`src/rtl/pwc_pkg.sv`:
```
// Shared constants and types for the particle wall and collision step unit.
// No dependencies; every other file of the block imports this package.
package pwc_pkg;

  // Packed vector field width on the ports (three components).
  localparam int PACK_W = 63;
  // Default and largest component format.
  localparam int CW_DEF = 21;
  localparam int CW_MAX = 21;
  localparam int FB_DEF = 16;
  // Time step is unsigned Q0.16.
  localparam int DT_W = 16;
  localparam int STEP_FB = 16;
  localparam int PIST_W = 20;
  localparam int MASS_W = 8;
  localparam int MSUM_W = MASS_W + 1;
  // Exchange numerators, sized for the largest component width.
  localparam int NUM_W = CW_MAX + 11;
  localparam int Q_DEPTH_DEF = 4;

  typedef enum logic {
    KIND_MOTION  = 1'b0,
    KIND_COLLIDE = 1'b1
  } kind_t;

  // One classified item as it waits between the front and the back part.
  typedef struct packed {
    kind_t                       kind;
    logic                        exch;
    logic [2:0]                  hits;
    logic [MSUM_W-1:0]           msum;
    logic [PACK_W-1:0]           pos;
    logic [PACK_W-1:0]           va;
    logic [PACK_W-1:0]           vb;
    logic [2:0][NUM_W-1:0]       num_a;
    logic [2:0][NUM_W-1:0]       num_b;
  } qent_t;

endpackage

```
`src/rtl/pwc_queue.sv`:
```
// Short item queue between the front and back parts of the step unit.
// Depends on pwc_pkg for the entry type.
module pwc_queue #(
  parameter int DEPTH = pwc_pkg::Q_DEPTH_DEF
) (
  input  logic           clk,
  input  logic           rst_n,
  input  logic           push,
  input  pwc_pkg::qent_t wdata,
  output logic           full,
  input  logic           pop,
  output pwc_pkg::qent_t rdata,
  output logic           empty
);
  import pwc_pkg::*;

  localparam int PTR_W = (DEPTH > 1) ? $clog2(DEPTH) : 1;
  localparam int CNT_W = $clog2(DEPTH + 1);
  localparam logic [PTR_W-1:0] LAST = PTR_W'(DEPTH - 1);

  qent_t             mem_r [DEPTH];
  logic [PTR_W-1:0]  wr_ptr_r, wr_ptr_nxt, rd_ptr_r, rd_ptr_nxt;
  logic [CNT_W-1:0]  cnt_r, cnt_nxt;

  assign full  = (cnt_r == CNT_W'(DEPTH));
  assign empty = (cnt_r == '0);
  assign rdata = mem_r[rd_ptr_r];

  // Pointer and fill count updates.
  always_comb begin
    wr_ptr_nxt = wr_ptr_r;
    rd_ptr_nxt = rd_ptr_r;
    cnt_nxt    = cnt_r;
    if (push) begin
      wr_ptr_nxt = (wr_ptr_r == LAST) ? '0 : wr_ptr_r + 1'b1;
    end
    if (pop) begin
      rd_ptr_nxt = (rd_ptr_r == LAST) ? '0 : rd_ptr_r + 1'b1;
    end
    if (push && !pop) begin
      cnt_nxt = cnt_r + 1'b1;
    end else if (pop && !push) begin
      cnt_nxt = cnt_r - 1'b1;
    end
  end

  always_ff @(posedge clk) begin
    if (!rst_n) begin
      wr_ptr_r <= '0;
      rd_ptr_r <= '0;
      cnt_r    <= '0;
    end else begin
      wr_ptr_r <= wr_ptr_nxt;
      rd_ptr_r <= rd_ptr_nxt;
      cnt_r    <= cnt_nxt;
    end
  end

  // Entry storage.
  always_ff @(posedge clk) begin
    if (push) begin
      mem_r[wr_ptr_r] <= wdata;
    end
  end

endmodule

```
`config.mk`:
```
export PLATFORM = sky130hd
export DESIGN_NAME = pwc_queue
export DESIGN_NICKNAME = d
export VERILOG_FILES = /design/src/rtl/pwc_pkg.sv /design/src/rtl/pwc_queue.sv
export SDC_FILE = /design/constraint.sdc
export NUM_CORES = 1
export LEC_CHECK = 0
export BUFFER_PORTS_ARGS = -buffer_cell sky130_fd_sc_hd__clkbuf_2
export CAP_MARGIN = 20
export CORE_MARGIN = 1.5
export CORE_UTILIZATION = 57
export DETAILED_ROUTE_END_ITERATION = 8
export HOLD_SLACK_MARGIN = 0.05
export PLACE_DENSITY = 0.81
export SLEW_MARGIN = 20
export SYNTH_ARGS = -nofsm -noshare
export SYNTH_HDL_FRONTEND = slang
export SYNTH_SLANG_ARGS = --single-unit
```
`constraint.sdc`:
```
create_clock -name clk -period 17.5 [get_ports clk]
set_input_delay 3.5 -clock clk [delete_from_list [all_inputs] [get_ports clk]]
set_output_delay 3.5 -clock clk [all_outputs]
set_load 0.02 [all_outputs]
```
==> reports/metrics.yaml <==
ys.flop_type: "edfxtp_1"
antenna_found_initial: 37
finalWirelength_mm: 132
critPathSlowestCell: "buf_4"
initial_core_util: 0.575
tightest_slew_ns: 1.34
fill_cells: 5799
ys_types: 21
finalPower_mw: 8.38
port_buffers: 795
setup_slack_ns: 8.96
core_mm2: 0.100
ioPinCount: 796
grt_max_degree: 156
final_nets: 3407
synth_edf_count: 1580
postRouteAntennaNets: 0
drt_first_iter_violations: 2713
place_ws_ns: 9.60
final_common_cell: "edfxtp_1"
cpMostUsedCell: "buf_4"
skew_ns: 0.0278
post_dp_cell_area_mm2: 0.0627
tns_ns: 0
critPathKind: "reg2out"
min_period_ns: 8.54
root_buffer: "clkbuf_16"
setup-violations-final: 0
fmax_mhz: 117
met1_length_mm: 43.6
finalCritPeriodShare: 0.488
synth_area_per_cell_um2: 27.3
htree_levels: 4
crit_buf_inv: 4
cts_sinks: 1589
async_reset_ff_frac: 0
grtUsageTotal: 0.255
highest_layer: "met5"
final_cell_mix: "edfxtp_1 (1580), clkbuf_2 (795), mux4_2 (395)"
hpwl_mm: 76.2
status: "finished clean"
maxCapViolations: 0
critical_path.startpoint_type: "flop"
die_y_um: 321
ir_drop_v: 0.000106
dr_wl_met3_mm: 12.7
cts_tree: "done"
syn-cell-area_mm2: 0.0575
cts-resized-gates: 0
grt_pass1_wl_mm: 189
required_ns: 14.00
worst-endpoint-arrival_ns: 5.04
ys_ff_latch: 1589
synth.net_count: 2513
std_cell_rows: 116
yosysWarnings: 0
clock_latency_ns: 0.76
die_width_um: 321
slew_headroom: 0.109
vias: 27000
synth_seq_area_share: 0.829
post_cts_buffers: 0
post-route-drc-count: 0
crit_path_end_kind: "primary output"
leakage_nw: 22.7
critical_path.top_delay_family: "buffers and inverters"
overflow: 0
routabilityCongestion: 0.826
path_clk_slew_ns: 0.06
cp_cell_sequence: "buf_4 -> buf_4 -> buf_12 -> mux4_2 -> clkbuf_2"
via_per_inst: 6.07
design_area_mm2: 0.0676
wl_per_cell_um: 29.5
clk_path_buf_depth: 3
rsz0062_at_grt: "false"
power_density_mw_per_mm2: 124
die_area_mm2: 0.103
met2_length_mm: 68.3
area_growth_pct: 17.6
dr.pass1.iters: 5
hp-class: "reg2reg"
cp_max_fo: 114
netlist_instances: 2107
drv_slew: 0
cpPeakStageDelay_ns: 0.87
hold_buffers: 0
hold_viol: 0
drive_gt1_frac: 0.458
grt_pass1_vias: 28500
cts_buffers: 153
state kept, by name (all words and copies together), names as in the netlist, named ones only:
register	count
mem_r	1580
cnt_r	3
wr_ptr_r	2
rd_ptr_r	2
worst min-delay path, cell delays in order, from the launching register on:
cell and delay, ns:
dfxtp_1 0.35, o21ai_0 0.09, a21boi_0 0.08
through the flow:
stage	std cells	util	hold WS, ns
after floorplan	2107	-	0.472
after global placement	4143	0.627	0.482
after detailed placement	4143	0.627	0.542
after CTS	4421	0.675	0.560
after global routing	4452	0.676	0.577
final	4456	0.676	0.569
logic make-up (layout without fill, tap and decap cells):
group / count (synthesis) / after routing / share of synthesized area
AND/OR/NAND/NOR: 15 / 15 / 0.00157
adder cells (fa/ha/maj): 7 / 7 / 0.00165
flip-flops: 1589 / 1589 / 0.829
AO/OA/AOI/OAI: 3 / 3 / 0.000348
multiplexers: 399 / 399 / 0.155
other: 0 / 34 / 0
buffers and inverters: 92 / 1109 / 0.0121
XOR/XNOR: 2 / 2 / 0.000305
per-layer routing:
layer | track usage | vias up
met5 | 0 | -
met2 | 0.425 | 1564
met1 | 0.299 | 14000
li1 | - | 11100
met3 | 0.0818 | 359
met4 | 0.128 | 18
worst paths after layout:
| path | from | depth (start not counted) | end | slack [ns] |
|---|---|---|---|---|
| setup / recovery | flop | 5 | rdata[351] | 8.96 |
| hold / removal | cnt_r[2]$_SDFFE_PN0P_ | 2 | cnt_r[2]$_SDFFE_PN0P_ | 0.57 |
| setup reg to reg | wr_ptr_r[0]$_SDFFE_PN0P_ | 5 | mem_r[3][337]$_DFFE_PP_ | 13.01 |
| hold reg to reg | cnt_r[2]$_SDFFE_PN0P_ | 2 | cnt_r[2]$_SDFFE_PN0P_ | 0.57 |
layout make-up:
type,instances,area [um2],share of cell area
Clock buffer,191,4020,0.0595
Tap cell,1298,1620,0.0240
Clock inverter,87,769,0.0114
Antenna cell,34,85.1,0.00126
Multi-Input combinational cell,426,9170,0.136
Sequential cell,1589,47600,0.705
Timing Repair Buffer,827,4290,0.0634
Inverter,4,15.0,0.000222
synth_stat cells (all sizes together) (2+ instances only):
cell,number,area [um2]
clkbuf,7,26.3
edfxtp,1580,47400
buf,81,656
ha,6,75.1
and2,5,31.3
mux4,395,8900
nor2b,5,31.3
dfxtp,9,180
mux2i,4,40.0
inv,4,15.0
nor3,2,10.0
report_power, final:
part / switching [mW] / total, mW / internal [mW] / leakage, nW
logic: 0.512 / 0.807 / 0.295 / 5.77
registers: 0.0537 / 4.42 / 4.37 / 14.6
clock network: 1.37 / 3.15 / 1.77 / 2.32
No activity file was read; power rests on OpenSTA's default activity.
